<file path="config.mk">
export PLATFORM = sky130hd
export DESIGN_NAME = first_fit_partition_allocator
export DESIGN_NICKNAME = d
export VERILOG_FILES = /design/src/ffpa_pkg.sv /design/src/ffpa_ram.sv /design/src/ffpa_front.sv /design/src/ffpa_back.sv /design/src/first_fit_partition_allocator.sv
export VERILOG_INCLUDE_DIRS = /design/src /design/src/src
export SDC_FILE = /design/constraint.sdc
export NUM_CORES = 1
export LEC_CHECK = 0
export ABC_AREA = 0
export ABC_CLOCK_PERIOD_IN_PS = 8000
export BUFFER_PORTS_ARGS = -buffer_cell sky130_fd_sc_hd__buf_4
export CAP_MARGIN = 20
export CORE_MARGIN = 2
export CORE_UTILIZATION = 55
export DETAILED_ROUTE_END_ITERATION = 6
export HOLD_SLACK_MARGIN = 0.12
export PLACE_DENSITY = 0.71
export SLEW_MARGIN = 20
export SYNTH_ARGS = -nofsm -noshare
export SYNTH_HDL_FRONTEND = slang
export SYNTH_SLANG_ARGS = --single-unit
export TNS_END_PERCENT = 10
</file>
<file path="constraint.sdc">
create_clock -name i_clk -period 8 [get_ports i_clk]
set_input_delay 1.2 -clock i_clk [delete_from_list [all_inputs] [get_ports i_clk]]
set_output_delay 1.2 -clock i_clk [all_outputs]
set_load 0.01 [all_outputs]
</file>
<file path="src/first_fit_partition_allocator_macros.svh">
// Assertion macros used by the partition allocator top level.
`ifndef FIRST_FIT_PARTITION_ALLOCATOR_MACROS_SVH
`define FIRST_FIT_PARTITION_ALLOCATOR_MACROS_SVH

// Consequent must hold in the same cycle as the antecedent.
`define FFPA_ASSERT_NOW(lbl, clk, rst_n, ante, cons, msg) \
    lbl: assert property (@(posedge clk) disable iff (!rst_n) (ante) |-> (cons)) \
        else $error(msg);

// Consequent must hold in the cycle after the antecedent.
`define FFPA_ASSERT_NEXT(lbl, clk, rst_n, ante, cons, msg) \
    lbl: assert property (@(posedge clk) disable iff (!rst_n) (ante) |=> (cons)) \
        else $error(msg);

`endif

</file>
<file path="src/ffpa_pkg.sv">
// Package with the shared types and constants of the partition allocator.
`default_nettype none
package ffpa_pkg;

    // Table and memory defaults.
    localparam int MAX_ENTRIES_DEF = 16;
    localparam int MEM_BYTES       = 4096;

    // Field widths.
    localparam int ID_W    = 8;
    localparam int ADDR_W  = 13;
    localparam int REQ_W   = 16;
    localparam int STAT_W  = 3;

    // Identifier that marks free space.
    localparam logic [ID_W-1:0] FREE_MARK = 8'h2F;

    // Depth of the request queue between front and back.
    localparam int Q_DEPTH = 2;

    typedef enum logic {
        KIND_ALLOC = 1'b0,
        KIND_FREE  = 1'b1
    } t_ffpa_kind;

    typedef enum logic [STAT_W-1:0] {
        ST_OK       = 3'd0,
        ST_REJECT   = 3'd1,
        ST_NOFIT    = 3'd2,
        ST_NOTFOUND = 3'd3,
        ST_FULL     = 3'd4
    } t_ffpa_status;

    // One classified request as it travels from front to back.
    typedef struct packed {
        t_ffpa_kind        kind;
        logic [ID_W-1:0]   id;
        logic [REQ_W-1:0]  size;
    } t_ffpa_req;

    // One partition table entry as stored in the RAM.
    typedef struct packed {
        logic [ID_W-1:0]   id;
        logic [ADDR_W-1:0] start;
        logic [ADDR_W-1:0] size;
        logic              free;
    } t_ffpa_entry;

endpackage
`default_nettype wire

</file>
<file path="src/ffpa_ram.sv">
// Generic simple dual-port RAM with registered read.
`default_nettype none
module ffpa_ram #(
    parameter int WIDTH = 8,
    parameter int DEPTH = 16
) (
    input  wire logic                     i_clk,
    input  wire logic                     i_we,
    input  wire logic [$clog2(DEPTH)-1:0] i_waddr,
    input  wire logic [WIDTH-1:0]         i_wdata,
    input  wire logic                     i_re,
    input  wire logic [$clog2(DEPTH)-1:0] i_raddr,
    output logic      [WIDTH-1:0]         o_rdata
);

    logic [WIDTH-1:0] r_mem [DEPTH];

    // Write port and registered read port.
    always_ff @(posedge i_clk) begin
        if (i_we) begin
            r_mem[i_waddr] <= i_wdata;
        end
        if (i_re) begin
            o_rdata <= r_mem[i_raddr];
        end
    end

endmodule
`default_nettype wire

</file>
<file path="src/ffpa_front.sv">
// Front end: accepts request beats, classifies them and queues them for the back end.
`default_nettype none
module ffpa_front
    import ffpa_pkg::*;
(
    input  wire logic              i_clk,
    input  wire logic              i_rst_n,
    input  wire logic              i_valid,
    output logic                   o_ready,
    input  wire logic              i_type,
    input  wire logic [ID_W-1:0]   i_id,
    input  wire logic [REQ_W-1:0]  i_size,
    output logic                   o_req_valid,
    output t_ffpa_req              o_req,
    input  wire logic              i_req_pop
);

    localparam int PTR_W = $clog2(Q_DEPTH);
    localparam int FILL_W = $clog2(Q_DEPTH + 1);

    t_ffpa_req          r_q [Q_DEPTH];
    logic [PTR_W-1:0]   r_wptr;
    logic [PTR_W-1:0]   r_rptr;
    logic [FILL_W-1:0]  r_fill;
    t_ffpa_req          w_in;
    logic               w_push;
    logic               w_pop;

    // Classify the incoming beat.
    always_comb begin
        w_in.kind = i_type ? KIND_FREE : KIND_ALLOC;
        w_in.id   = i_id;
        w_in.size = i_size;
    end

    assign o_ready     = (r_fill != FILL_W'(Q_DEPTH));
    assign w_push      = i_valid && o_ready;
    assign o_req_valid = (r_fill != '0);
    assign w_pop       = i_req_pop && o_req_valid;
    assign o_req       = r_q[r_rptr];

    // Queue storage; no reset needed on the payload.
    always_ff @(posedge i_clk) begin
        if (w_push) begin
            r_q[r_wptr] <= w_in;
        end
    end

    // Queue pointers and fill level.
    always_ff @(posedge i_clk) begin
        if (!i_rst_n) begin
            r_wptr <= '0;
            r_rptr <= '0;
            r_fill <= '0;
        end else begin
            if (w_push) begin
                r_wptr <= (r_wptr == PTR_W'(Q_DEPTH - 1)) ? '0 : r_wptr + 1'b1;
            end
            if (w_pop) begin
                r_rptr <= (r_rptr == PTR_W'(Q_DEPTH - 1)) ? '0 : r_rptr + 1'b1;
            end
            case ({w_push, w_pop})
                2'b10:   r_fill <= r_fill + 1'b1;
                2'b01:   r_fill <= r_fill - 1'b1;
                default: r_fill <= r_fill;
            endcase
        end
    end

endmodule
`default_nettype wire

</file>
<file path="src/ffpa_back.sv">
// Back end: scans the partition table in RAM and carries out each request.
`default_nettype none
module ffpa_back
    import ffpa_pkg::*;
#(
    parameter int MAX_ENTRIES = MAX_ENTRIES_DEF
) (
    input  wire logic                               i_clk,
    input  wire logic                               i_rst_n,
    input  wire logic                               i_cfg_we,
    input  wire logic [ADDR_W-1:0]                  i_cfg_wdata,
    input  wire logic                               i_req_valid,
    input  t_ffpa_req                               i_req,
    output logic                                    o_req_pop,
    output logic                                    o_valid,
    input  wire logic                               i_ready,
    output logic [STAT_W-1:0]                       o_status,
    output logic [ADDR_W-1:0]                       o_start,
    output logic [$clog2(MAX_ENTRIES + 1)-1:0]      o_count
);

    localparam int IDX_W = $clog2(MAX_ENTRIES);
    localparam int CNT_W = $clog2(MAX_ENTRIES + 1);

    typedef enum logic [2:0] {
        S_INIT,
        S_IDLE,
        S_READ,
        S_CHECK,
        S_WR_NEW,
        S_WR_FIT,
        S_RESP
    } t_state;

    t_state             r_state;
    t_ffpa_req          r_req;
    logic [ADDR_W-1:0]  r_mem_size;
    logic [CNT_W-1:0]   r_count;
    logic [IDX_W-1:0]   r_idx;
    logic               r_dup;
    logic               r_fit;
    logic [IDX_W-1:0]   r_fit_idx;
    logic [ADDR_W-1:0]  r_fit_start;
    logic [ADDR_W-1:0]  r_fit_size;
    t_ffpa_status       r_status;
    logic [ADDR_W-1:0]  r_start;
    logic               r_valid;
    logic [STAT_W-1:0]  r_out_status;
    logic [ADDR_W-1:0]  r_out_start;

    logic               w_we;
    logic [IDX_W-1:0]   w_waddr;
    t_ffpa_entry        w_wdata;
    logic               w_re;
    t_ffpa_entry        w_rd;
    logic               w_last;
    logic               w_id_hit;
    logic               w_fits;
    logic               n_dup;
    logic               n_fit;
    logic [ADDR_W-1:0]  w_cfg_sat;

    ffpa_ram #(
        .WIDTH ($bits(t_ffpa_entry)),
        .DEPTH (MAX_ENTRIES)
    ) u_ram (
        .i_clk   (i_clk),
        .i_we    (w_we),
        .i_waddr (w_waddr),
        .i_wdata (w_wdata),
        .i_re    (w_re),
        .i_raddr (r_idx),
        .o_rdata (w_rd)
    );

    // Saturate a written memory size to the managed range.
    assign w_cfg_sat = (32'(i_cfg_wdata) > MEM_BYTES) ? ADDR_W'(MEM_BYTES) : i_cfg_wdata;

    // Compare the entry just read against the request.
    assign w_last   = ((CNT_W'(r_idx) + CNT_W'(1)) == r_count);
    assign w_id_hit = (w_rd.id == r_req.id);
    assign w_fits   = w_rd.free && ({{(REQ_W - ADDR_W){1'b0}}, w_rd.size} >= r_req.size);
    assign n_dup    = r_dup || w_id_hit;
    assign n_fit    = r_fit || w_fits;

    // RAM port control follows the state.
    always_comb begin
        w_we    = 1'b0;
        w_waddr = r_fit_idx;
        w_wdata = '0;
        w_re    = (r_state == S_READ);
        unique case (r_state)
            S_INIT: begin
                w_we          = 1'b1;
                w_waddr       = '0;
                w_wdata.id    = FREE_MARK;
                w_wdata.start = '0;
                w_wdata.size  = r_mem_size;
                w_wdata.free  = 1'b1;
            end
            S_WR_NEW: begin
                w_we          = 1'b1;
                w_waddr       = r_count[IDX_W-1:0];
                w_wdata.id    = r_req.id;
                w_wdata.start = r_fit_start;
                w_wdata.size  = r_req.size[ADDR_W-1:0];
                w_wdata.free  = 1'b0;
            end
            S_WR_FIT: begin
                // Shrink the chosen free entry, or turn a freed entry into free space.
                w_we          = 1'b1;
                w_waddr       = r_fit_idx;
                w_wdata.id    = FREE_MARK;
                w_wdata.free  = 1'b1;
                if (r_req.kind == KIND_ALLOC) begin
                    w_wdata.start = r_fit_start + r_req.size[ADDR_W-1:0];
                    w_wdata.size  = r_fit_size - r_req.size[ADDR_W-1:0];
                end else begin
                    w_wdata.start = r_fit_start;
                    w_wdata.size  = r_fit_size;
                end
            end
            default: begin
                w_we = 1'b0;
            end
        endcase
    end

    assign o_req_pop = (r_state == S_IDLE) && !i_cfg_we;

    // Sequencer with its registered outputs.
    always_ff @(posedge i_clk) begin
        if (!i_rst_n) begin
            r_state    <= S_INIT;
            r_mem_size <= ADDR_W'(MEM_BYTES);
            r_count    <= CNT_W'(1);
            r_valid    <= 1'b0;
        end else begin
            // A drained result is cleared here unless the response state refills it.
            if (r_valid && i_ready && (i_cfg_we || (r_state != S_RESP))) begin
                r_valid <= 1'b0;
            end
            if (i_cfg_we) begin
                r_mem_size <= w_cfg_sat;
                r_count    <= CNT_W'(1);
                r_state    <= S_INIT;
            end else begin
                unique case (r_state)
                    S_INIT: begin
                        r_count <= CNT_W'(1);
                        r_state <= S_IDLE;
                    end
                    S_IDLE: begin
                        if (i_req_valid) begin
                            r_req   <= i_req;
                            r_idx   <= '0;
                            r_dup   <= 1'b0;
                            r_fit   <= 1'b0;
                            r_start <= '0;
                            r_state <= S_READ;
                        end
                    end
                    S_READ: begin
                        r_state <= S_CHECK;
                    end
                    S_CHECK: begin
                        if (r_req.kind == KIND_ALLOC) begin
                            r_dup <= n_dup;
                            r_fit <= n_fit;
                            if (!r_fit && w_fits) begin
                                r_fit_idx   <= r_idx;
                                r_fit_start <= w_rd.start;
                                r_fit_size  <= w_rd.size;
                            end
                            if (!w_last) begin
                                r_idx   <= r_idx + 1'b1;
                                r_state <= S_READ;
                            end else if (n_dup) begin
                                r_status <= ST_REJECT;
                                r_state  <= S_RESP;
                            end else if (r_req.size > {{(REQ_W - ADDR_W){1'b0}}, r_mem_size}) begin
                                r_status <= ST_REJECT;
                                r_state  <= S_RESP;
                            end else if (!n_fit) begin
                                r_status <= ST_NOFIT;
                                r_state  <= S_RESP;
                            end else if (r_count == CNT_W'(MAX_ENTRIES)) begin
                                r_status <= ST_FULL;
                                r_state  <= S_RESP;
                            end else begin
                                r_status <= ST_OK;
                                r_state  <= S_WR_NEW;
                            end
                        end else begin
                            if (!w_rd.free && w_id_hit) begin
                                r_fit_idx   <= r_idx;
                                r_fit_start <= w_rd.start;
                                r_fit_size  <= w_rd.size;
                                r_status    <= ST_OK;
                                r_state     <= S_WR_FIT;
                            end else if (w_last) begin
                                r_status <= ST_NOTFOUND;
                                r_state  <= S_RESP;
                            end else begin
                                r_idx   <= r_idx + 1'b1;
                                r_state <= S_READ;
                            end
                        end
                    end
                    S_WR_NEW: begin
                        r_count <= r_count + 1'b1;
                        r_start <= r_fit_start;
                        r_state <= S_WR_FIT;
                    end
                    S_WR_FIT: begin
                        r_state <= S_RESP;
                    end
                    S_RESP: begin
                        // Load the result register once it is empty or being drained.
                        if (!r_valid || i_ready) begin
                            r_valid      <= 1'b1;
                            r_out_status <= r_status;
                            r_out_start  <= r_start;
                            r_state      <= S_IDLE;
                        end
                    end
                    default: begin
                        r_state <= S_IDLE;
                    end
                endcase
            end
        end
    end

    assign o_valid  = r_valid;
    assign o_status = r_out_status;
    assign o_start  = r_out_start;
    assign o_count  = r_count;

endmodule
`default_nettype wire

</file>
<file path="src/first_fit_partition_allocator.sv">
// Top level of the first-fit partition allocator.
//
// Request beats arrive on the s_axis channel: tuser carries the request type
// (allocate or free), tdata the partition id and the requested size. Each
// request gives exactly one result beat on the m_axis channel with a status
// code and, for a successful allocate, the start of the new partition.
// The partition table sits in a RAM with a registered read port, so every
// entry scanned passes through a read state and a check state. A request is
// taken from the queue in the idle state; an allocate then scans all n
// entries and, on success, writes the new entry and the shrunk free entry
// before the response; a free stops at the first match. Requests are worked
// on one at a time. A two-beat queue in front of the sequencer takes new
// requests meanwhile, and the result register holds its beat while the
// receiver stalls; the sequencer waits only when that register is still full.
// After reset, and after each write of memory_size, the table holds one free
// partition covering the whole memory, written in the init state. The user
// must write memory_size only while the block is idle; the block itself
// does not enforce this.
`default_nettype none
`include "first_fit_partition_allocator_macros.svh"
module first_fit_partition_allocator
    import ffpa_pkg::*;
#(
    parameter int MAX_ENTRIES = MAX_ENTRIES_DEF
) (
    input  wire logic               i_clk,
    input  wire logic               i_rst_n,
    input  wire logic               i_cfg_we,
    input  wire logic [ADDR_W-1:0]  i_cfg_wdata,
    input  wire logic               s_axis_tvalid,
    output logic                    s_axis_tready,
    input  wire logic [23:0]        s_axis_tdata,   // part_id [7:0], request_size [23:8]
    input  wire logic [0:0]         s_axis_tuser,   // req_type [0]
    output logic                    m_axis_tvalid,
    input  wire logic               m_axis_tready,
    output logic [15:0]             m_axis_tdata    // status [2:0], start_addr [15:3]
);

    localparam int CNT_W = $clog2(MAX_ENTRIES + 1);

    logic               w_req_valid;
    t_ffpa_req          w_req;
    logic               w_req_pop;
    logic [STAT_W-1:0]  w_status;
    logic [ADDR_W-1:0]  w_start;
    logic [CNT_W-1:0]   w_count;
    logic               w_count_ok;
    logic               w_count_one;
    logic               w_status_ok;
    logic               w_start_ok;

    // Front end: accept and classify request beats.
    ffpa_front u_front (
        .i_clk       (i_clk),
        .i_rst_n     (i_rst_n),
        .i_valid     (s_axis_tvalid),
        .o_ready     (s_axis_tready),
        .i_type      (s_axis_tuser[0]),
        .i_id        (s_axis_tdata[7:0]),
        .i_size      (s_axis_tdata[23:8]),
        .o_req_valid (w_req_valid),
        .o_req       (w_req),
        .i_req_pop   (w_req_pop)
    );

    // Back end: table scan and update.
    ffpa_back #(
        .MAX_ENTRIES (MAX_ENTRIES)
    ) u_back (
        .i_clk       (i_clk),
        .i_rst_n     (i_rst_n),
        .i_cfg_we    (i_cfg_we),
        .i_cfg_wdata (i_cfg_wdata),
        .i_req_valid (w_req_valid),
        .i_req       (w_req),
        .o_req_pop   (w_req_pop),
        .o_valid     (m_axis_tvalid),
        .i_ready     (m_axis_tready),
        .o_status    (w_status),
        .o_start     (w_start),
        .o_count     (w_count)
    );

    assign m_axis_tdata = {w_start, w_status};

    // Conditions watched by the checks below.
    assign w_count_ok  = (w_count >= CNT_W'(1)) && (w_count <= CNT_W'(MAX_ENTRIES));
    assign w_count_one = (w_count == CNT_W'(1));
    assign w_status_ok = (w_status <= ST_FULL);
    assign w_start_ok  = (w_status == ST_OK) || (w_start == '0);

    // The table always holds between one and MAX_ENTRIES entries.
    `FFPA_ASSERT_NOW(a_count_range, i_clk, i_rst_n, 1'b1, w_count_ok, "entry count out of range")
    // A configuration write leaves a single free partition.
    `FFPA_ASSERT_NEXT(a_cfg_reinit, i_clk, i_rst_n, i_cfg_we, w_count_one, "table not reset")
    // Only defined status codes are reported.
    `FFPA_ASSERT_NOW(a_status_code, i_clk, i_rst_n, m_axis_tvalid, w_status_ok, "bad status code")
    // A start address is only reported with an ok status.
    `FFPA_ASSERT_NOW(a_start_zero, i_clk, i_rst_n, m_axis_tvalid, w_start_ok, "start not zero")

endmodule
`default_nettype wire

</file>
### After elaboration in Yosys (flattened, before gate mapping)

Memory sizes are Yosys's and may differ from the RTL's. A register that Yosys moved wholly into a read port is not among the register bits.
Cells that the tools add are included.

| word-level totals | value |
|---|---|
| input bits | 43 |
| register bits after elaboration | 94 |
| memories | 2 |
| bits in writable memories | 610 |

| operators by class | value |
|---|---|
| equal/unequal tests | 18 |
| add/subtract/negate cells | 9 |
| order comparisons | 3 |
| reductions and logical operators | 35 |
| bitwise logic cells | 2 |
| mux-type cells | 58 |

Memory list:

| memory | words | width | read ports | clocked after memory_dff | wr ports | RTL line | source |
|---|---|---|---|---|---|---|---|
| u_back.u_ram.r_mem | 16 | 35 | 1 | 1 | 1 | ffpa_ram.sv:16 | `logic [WIDTH-1:0] r_mem [DEPTH];` |
| u_front.r_q | 2 | 25 | 1 | 1 | 1 | ffpa_front.sv:21 | `t_ffpa_req r_q [Q_DEPTH];` |

Operators with widths:

| kind | number |
|---|---|
| $pmux 35 s3 | 1 |
| $mux 13 | 8 |
| $mux 3 | 17 |
| $mux 4 | 7 |
| $mux 26 | 1 |
| $pmux 13 s2 | 1 |
| $reduce_and 5->1 | 4 |
| $pmux 3 s6 | 1 |
| $ge 13x16->1 | 1 |
| $gt 16x13->1 | 1 |
| $pmux 4 s2 | 2 |
| $reduce_bool 2->1 | 8 |
| $mux 1 | 15 |
| $add 13x13->13 | 1 |
| $gt 13x13->1 const B | 1 |
| $sub 13x13->13 | 1 |
| $reduce_and 4->1 | 3 |
| $pmux 5 s2 | 1 |
| $eq 3x3->1 const B | 3 |
| $eq 8x8->1 | 1 |
| $logic_and 1x1->1 | 8 |
| $ne 2x2->1 const B | 4 |
| $eq 3x2->1 const B | 2 |
| $ne 3x3->1 const B | 2 |
| other kinds (22) | 31 |

### Depth between registers and ports, before layout

Gate-level depths: netlist of the first run.

| logic depth | value |
|---|---|
| depth after elaboration | 9 |
| gate-level depth with buffers | 10 |
| mapped depth without buffers | 10 |

### Modules after synthesis

Synthesis of the first run repeated with hierarchy kept, for this count alone.

| unflattened totals | value |
|---|---|
| cell total of the unflattened synthesis | 1,663 |
| area, all modules | 30,994.7 sq um |

Modules (own cells, without submodules):

| module | seq. area each (sq um) | cells an instance | area each (sq um) | times used |
|---|---|---|---|---|
| ffpa_ram | 17,867.1 | 914 | 22,404.0 | 1 |
| ffpa_back | 3,233.1 | 647 | 6,557.5 | 1 |
| ffpa_front | 1,601.5 | 102 | 2,033.2 | 1 |

### Least setup slack after synthesis of the first run

Ideal clock, no wire load.

| path | value |
|---|---|
| path kind | input -> register |
| start | input i_rst_n |
| end | register u_back.r_fit_idx[0] (enable) |
| stages | 4 |
| library setup time | 0.427 ns |
| required time | 7.573 ns |
| arrival time | 3.314 ns |
| path slack | 4.259 ns |
| buffers on the path | 1 |
| cell sequence | clkbuf_1 -> nor2b_1 -> nand3_1 -> a21oi_1 |

| between the ends | value |
|---|---|
| cells in the longest elaborated chain, start to end | 1 |

RTL lines:

| what | RTL line | source |
|---|---|---|
| start: declaration | first_fit_partition_allocator.sv:27 | `input wire logic i_rst_n,` |
| $reduce_and 5->1 (no line) | n/a |  |
| end signal: assignment | ffpa_back.sv:171 | `r_fit_idx <= r_idx;` |
| end signal: assignment | ffpa_back.sv:196 | `r_fit_idx <= r_idx;` |
| end: declaration | ffpa_back.sv:42 | `logic [IDX_W-1:0] r_fit_idx;` |

Every way passes these cells.
A chain may end at the register's enable or synchronous reset.

### Worst setup path in the final report of the first run

| path | value |
|---|---|
| start | register u_back.r_req[0] in the netlist's numbering |
| end | memory u_back.u_ram.r_mem[3][24] in the netlist's numbering (data pin) |

| between the ends | value |
|---|---|
| cells in the longest elaborated chain, start to end | 3 |

RTL lines:

| what | RTL line | source |
|---|---|---|
| start: declaration | ffpa_back.sv:36 | `t_ffpa_req r_req;` |
| start signal: assignment | ffpa_back.sv:155 | `r_req <= i_req;` |
| $add 13x13->13 | ffpa_back.sv:116 | `w_wdata.start = r_fit_start + r_req.size[ADDR_W-1:0];` |
| $mux 26 | ffpa_back.sv:115 | `if (r_req.kind == KIND_ALLOC) begin` |
| $pmux 35 s3 | ffpa_back.sv:92 | `unique case (r_state)` |
| via u_back.u_ram.i_wdata[24] | ffpa_ram.sv:10 | `input wire logic [WIDTH-1:0] i_wdata,` |
| end: declaration | ffpa_ram.sv:16 |  |

The timed path passes the listed nets, and every way through them passes these cells.

==> reports/qor.txt, run 1 <==
Crit-path leading delay family - compound AO/OA/AOI/OAI gates
Async S/R FF share, synth - 0%
Number of fill cells in the layout - 3724
CP startpoint - u_back.r_req[0]$_DFFE_PP_
Root buffer cell - clkbuf_16
Dominant cell type by area after synthesis - edfxtp_1
R2R setup slack - 4.40 ns
Post-CTS sizing - 0
PortBufs - 60
Hold endpoint - u_back.o_status[1]$_DFFE_PP_
Pint - 6.48 mW
Vias per cell - 6.30
Synth-to-layout area growth - 12.7%
Max rail drop VDD - 0.143 mV
Core Util, Final - 62.9%
DRT antenna net count - 0
Worst Path Arrival - 3.87 ns
CTS tree - built
Synthesized flop and latch total - 764
WL/cell - 28.4 um
Final Hold Fails - 0
Hold path depth - 0
Max-slew violations - 0
Slew HR - 23.5%
Synth Flop Type - edfxtp_1
Number of antenna repair diodes - 0
Seq/Total Area, Yosys - 73.5%
Initial core utilization - 55.8%
Sequential group share of total power - 55.0%
Critical path, cell by cell - ha_1 -> inv_1 -> fa_1 -> and2b_1 -> o2111ai_2 -> and3_1 -> nor3_2 -> a21oi_1 -> xor2_1 -> o21ai_1
Crit path required time - 8.27 ns
Worst reg2reg endpoint - u_back.u_ram.r_mem[3][24]$_DFFE_PP_
Post-DP HPWL - 41.0 mm
Power Dens Cells - 234 mW/mm^2
Endpoints failing setup - 0
Initial antenna violation count - 0
Post-Syn Instances - 1579
CP Max Fanout - 16
Clk pwr share - 41.9%
Clock buffer count from CTS - 77
Worst Tran Pin Value - 1.15 ns
Max cap viols - 0
HP Start - u_back.r_status[1]$_DFFE_PP_
RSZ-0062 raised after global routing - no
Post-CTS setup buffer count - 0
Worst Hold Class - register to register
Total wire length - 70.7 mm
Fin nets - 1789
CP Class - register to register
Max stage delay on crit path - 0.79 ns
Commonest non-fill, non-tap cell in the layout - edfxtp_1
Area after DPL - 0.0324 mm^2
H-tree depth - 3
Core Rows - 86
Grt ovf - 0
Vias in the first global route - 15700
Post-synth EDFFs - 738
DRT Pass-1 Iters - 5
Pin count of the biggest net entering global routing - 145
GRT Util Overall - 25.1%
CTS Sinks - 764
Warnings from Yosys - 0
Io pins - 61
RePlAce Congestion - 0.887
Iteration-0 DRC Markers - 1637
DRC viols - 0
Cells on worst reg2reg path - 10
Tcrit/Tclk final - 45.0%
Die width - 241 um
Max Root-Sink Buffers - 3
Unique masters post-synth - 72
Share of layout cells above drive strength 1 - 26.1%
Routed via count - 15700
Synth area leaders - edfxtp_1, mux4_2, ha_1
Commonest cells after routing, fill and taps aside - edfxtp_1, mux4_2, buf_4, clkbuf_16, nand2_1
Outcome - finished clean
Core Area - 0.0553 mm^2
Layout Skew - 0.0263 ns
Syn nets - 1678
Comb pwr share - 3.1%
Top-area cell type share of the netlist area - 71.8%
Die ar. - 0.0580 mm^2
Clk slew on worst S/H paths - 0.06 ns
CP Launch Type - register
P_leak - 10.9 nW
Hold Slack - 0.416 ns
CP max-delay cell - o21ai_1
FMAX - 278 MHz
Worst-Skew Late Latency - 0.62 ns
Cts hold-fix bufs - 0
Worst Path Buf+Inv - 1
Tmin final - 3.60 ns
Wire length of the first global-routing pass - 104 mm
FF-to-FF Start - u_back.r_req[0]$_DFFE_PP_
Syn Area/Cell - 19.5 um^2
Die Height - 241 um
Sw frac - 20.5%
Fin area - 0.0348 mm^2
Netlist Area Pre-Place - 0.0309 mm^2
Sw Pwr - 1.67 mW
Setup TNS - 0 ns
Worst setup EP type - register
sequential cells by signal, indices dropped and copies added (netlist names):
register and cells:
u_back.o_count 5, u_back.o_start 13, u_back.o_status 3, u_back.o_valid 1, u_back.r_dup 1, u_back.r_fit 1, u_back.r_fit_idx 4, u_back.r_fit_size 13
u_back.r_fit_start 13, u_back.r_idx 4, u_back.r_mem_size 13, u_back.r_req 25, u_back.r_start 13, u_back.r_state 3, u_back.r_status 3, u_back.u_ram.o_rdata 35
u_back.u_ram.r_mem 560, u_front.r_fill 2, u_front.r_q 50, u_front.r_rptr 1, u_front.r_wptr 1
cells by family (layout without fill, tap and decap cells):
logic type / after synthesis / in the layout / synth area share [%]
DFF: 764 / 764 / 73.5
xor gates and xnor gates: 34 / 34 / 0.965
buffers and inverters: 110 / 275 / 1.77
muxes: 211 / 211 / 14.1
adders and majority gates: 56 / 56 / 2.32
and+or+nand+nor: 227 / 227 / 3.53
AOI/OAI and AO/OA: 177 / 177 / 3.86
worst max path at each step:
stage	end	slack, ns	cells past startpoint
after floorplan	u_back.r_fit_idx[0]$_DFFE_PP_	4.26	4
after global placement	u_back.u_ram.r_mem[10][12]$_DFFE_PP_	4.13	4
after detailed placement	u_back.u_ram.r_mem[9][11]$_DFFE_PP_	4.06	4
after CTS	u_back.u_ram.r_mem[7][11]$_DFFE_PP_	4.03	4
after global routing	u_back.u_ram.r_mem[6][24]$_DFFE_PP_	4.17	10
final	u_back.u_ram.r_mem[3][24]$_DFFE_PP_	4.40	10
layer usage:
| layer | vias to the layer above | global-route usage (%) | share of wire [%] |
|---|---|---|---|
| met3 | 124 | 4.99 | 8.4 |
| met2 | 739 | 39.8 | 48 |
| met4 | 0 | 9.03 | 2.9 |
| li1 | 6644 | - | - |
| met5 | - | 0 | 0 |
| met1 | 8201 | 35.3 | 40 |
cell usage after synthesis, types with 5 or more instances:
cell type    n
and2_1      22
xor2_1      13
o21ai_0     39
a21oi_1     35
a31oi_1     12
o21a_1       7
dfxtp_1     26
a211oi_1     7
nor2b_1      6
nor3_1      16
or3_1        5
o21ai_1      7
xnor2_1     21
nand2_1     57
inv_1       38
mux2i_1      9
clkbuf_1    34
mux4_2     175
ha_1        54
a21o_1      12
o211ai_1     7
edfxtp_1   738
buf_12       5
nand2b_1    12
nor2_1      69
buf_2       14
mux2_2      25
buf_1       12
and3_1       7
nand3_1     14
power by group through the flow:
stage,Clock (mW),Sequential [mW],Combinational [mW]
finish,3.41,4.48,0.256
global route,3.63,4.48,0.277
CTS,3.47,4.48,0.256
detailed placement,0,4.56,0.253
global placement,0,4.56,0.246
floorplan,0,4.54,0.163
worst reg2reg max path, delay by kind of cell, from the launching register on:
kind / cells / cell delay (ns)
compound gates: 3 / 1.04
simple gates: 3 / 0.72
fa+ha+maj: 2 / 0.68
flops: 1 / 0.56
xor+xnor: 1 / 0.16
buf+inv: 1 / 0.07
per-stage QoR:
stage | worst slack [ns] | std cells | total power [mW]
after floorplan | 4.26 | 1579 | 4.71
after global placement | 4.13 | 2356 | 4.80
after detailed placement | 4.06 | 2359 | 4.81
after CTS | 4.03 | 2492 | 8.20
after global routing | 4.17 | 2492 | 8.38
final | 4.40 | 2492 | 8.14
cell type report:
type                    count  area, um^2  share of cell area, %
repair buffers            102         806                   2.32
multi-input cells         705        7840                   22.6
flip-flops and latches    764       22700                   65.2
clock inverters            46         400                   1.15
clock buffers              87        1960                   5.65
inverters                  40         150                  0.432
well taps                 748         936                   2.69
Power figures use the tool's default switching activity.
==> inputs of run 2 (changes only) <==
Settings changed: ABC_CLOCK_PERIOD_IN_PS 8000 to 3500.
Clock period 8 ns to 3.5 ns, I/O delays scaled along.
==> run 2 against run 1 <==
- utilization is 1.5 points higher
- maximum frequency is 14% higher
- critical path depth stayed put
- worst hold slack worse by 0.26 ns
- clock-buffer cell count is 10 higher
- global-route usage is 0.92 points higher
- clock skew is 0.00058 ns higher
- first-iteration DRC count is 12% higher
- setup slack worse by 4.1 ns
==> reports/qor.txt, run 2 (same netlist as run 1, synthesis figures left out) <==
Number of fill cells in the layout - 3655
Iteration-0 DRC Markers - 1828
CP Launch Type - register
Tmin final - 3.16 ns
Clk slew on worst S/H paths - 0.06 ns
Grt ovf - 0
Fin area - 0.0356 mm^2
RePlAce Congestion - 0.948
Clock buffer count from CTS - 77
Pin count of the biggest net entering global routing - 85
Placed insts - 2409
Initial antenna violation count - 0
WL/cell - 28.3 um
GRT Util Overall - 26.1%
Worst reg2reg endpoint - u_back.u_ram.r_mem[12][26]$_DFFE_PP_
Initial core utilization - 55.8%
PortBufs - 60
Max cap viols - 0
CTS tree - built
Sequential group share of total power - 54.7%
Hold endpoint - u_back.r_mem_size[3]$_SDFFE_PN0P_
Cts hold-fix bufs - 33
Hold path depth - 3
Setup TNS - 0 ns
CTS Sinks - 764
Routed via count - 16300
H-tree depth - 3
Worst Tran Pin Value - 0.837 ns
Endpoints failing setup - 0
Sw frac - 20.3%
Pint - 14.9 mW
Sw Pwr - 3.79 mW
Die ar. - 0.0580 mm^2
Root buffer cell - clkbuf_16
RSZ-0062 raised after global routing - no
Number of antenna repair diodes - 0
Area after DPL - 0.0329 mm^2
Vias per cell - 6.32
Core Util, Final - 64.4%
Dpl ws - 0.137 ns
Commonest cells after routing, fill and taps aside - edfxtp_1, mux4_2, buf_4, clkbuf_16, nand2_1
Hold Slack - 0.151 ns
Slew HR - 44.2%
Core Area - 0.0553 mm^2
Share of layout cells above drive strength 1 - 26.6%
Total power - 18.7 mW
Layout Skew - 0.0269 ns
DRT antenna net count - 0
Storage element area - 0.0227 mm^2
Outcome - finished clean
DRT Pass-1 Iters - 5
Die width - 241 um
Vias in the first global route - 16700
Worst Hold Class - input pin to register
R2R setup slack - 0.34 ns
Max reg flops - 560
Core Rows - 86
Post-DP HPWL - 43.8 mm
Fin cells - 2580
Die Height - 241 um
Max-slew violations - 0
HP Start - i_cfg_wdata[3]
FF-to-FF Start - u_back.r_req[0]$_DFFE_PP_
Max Root-Sink Buffers - 3
Comb pwr share - 3.6%
Post-CTS setup buffer count - 0
Io pins - 61
Multi-input logic area - 0.00780 mm^2
Max rail drop VDD - 0.421 mV
Synth-to-layout area growth - 15.3%
Worst-Skew Late Latency - 0.62 ns
Commonest non-fill, non-tap cell in the layout - edfxtp_1
Wire length of the first global-routing pass - 108 mm
Fin nets - 1872
Setup ws final - 0.341 ns
Post-CTS sizing - 0
Crit path required time - 3.83 ns
Power Dens Cells - 525 mW/mm^2
Clk pwr share - 41.7%
DRC viols - 0
CP Max Fanout - 16
Cells on worst reg2reg path - 10
Total wire length - 73.1 mm
Final Hold Fails - 0
P_leak - 11.3 nW
Tcrit/Tclk final - 90.2%
Worst Path Arrival - 3.48 ns
Largest regs - u_back.u_ram.r_mem x560, u_front.r_q x50, u_back.u_ram.o_rdata x35
Worst setup EP type - register
CP Class - register to register
FMAX - 317 MHz
Largest Register - u_back.u_ram.r_mem
run 2: worst max path at each step:
stage	startpoint	endpoint	slack [ns]
2_1_floorplan	u_back.r_state[2]$_SDFFE_PN0P_	u_back.u_ram.r_mem[11][0]$_DFFE_PP_	0.27
3_3_place_gp	u_back.r_req[0]$_DFFE_PP_	u_back.u_ram.r_mem[7][11]$_DFFE_PP_	0.37
3_5_place_dp	u_back.r_req[0]$_DFFE_PP_	u_back.u_ram.r_mem[7][11]$_DFFE_PP_	0.14
4_1_cts	u_back.r_req[0]$_DFFE_PP_	u_back.u_ram.r_mem[9][11]$_DFFE_PP_	0.13
5_1_grt	u_back.r_req[0]$_DFFE_PP_	u_back.u_ram.r_mem[7][26]$_DFFE_PP_	0.21
6_report	u_back.r_req[0]$_DFFE_PP_	u_back.u_ram.r_mem[12][26]$_DFFE_PP_	0.34
run 2: routing by layer:
layer	part of all wire, %	vias to the layer above	global-route usage, %
met1	41	8585	36.7
met4	2.9	0	8.75
met2	48	749	42.1
met5	0	-	0
met3	7.3	140	4.24
li1	-	6823	-
run 2: layout make-up:
type,instances,area share (%)
Clock inverter,41,0.984
Clock buffer,97,5.68
Timing Repair Buffer,185,4.66
Multi-Input combinational cell,705,21.9
Inverter,40,0.422
Sequential cell,764,63.7
Tap cell,748,2.63
run 2: power by group through the flow:
stage	combinational (mW)	clock [mW]	sequential (mW)
2_1_floorplan	0.373	0	10.4
3_3_place_gp	0.615	0	10.4
3_5_place_dp	0.629	0	10.4
4_1_cts	0.667	7.94	10.2
5_1_grt	0.713	8.29	10.2
6_report	0.669	7.80	10.2
run 2: worst max-delay path: stages (launching register included):
cell,delay (ns)
edfxtp_1,0.44
ha_1,0.24
inv_1,0.06
fa_1,0.37
and2b_1,0.27
o2111ai_2,0.12
and3_1,0.18
nor3_2,0.25
mux2_4,0.33
a211oi_2,0.21
mux2_4,0.40
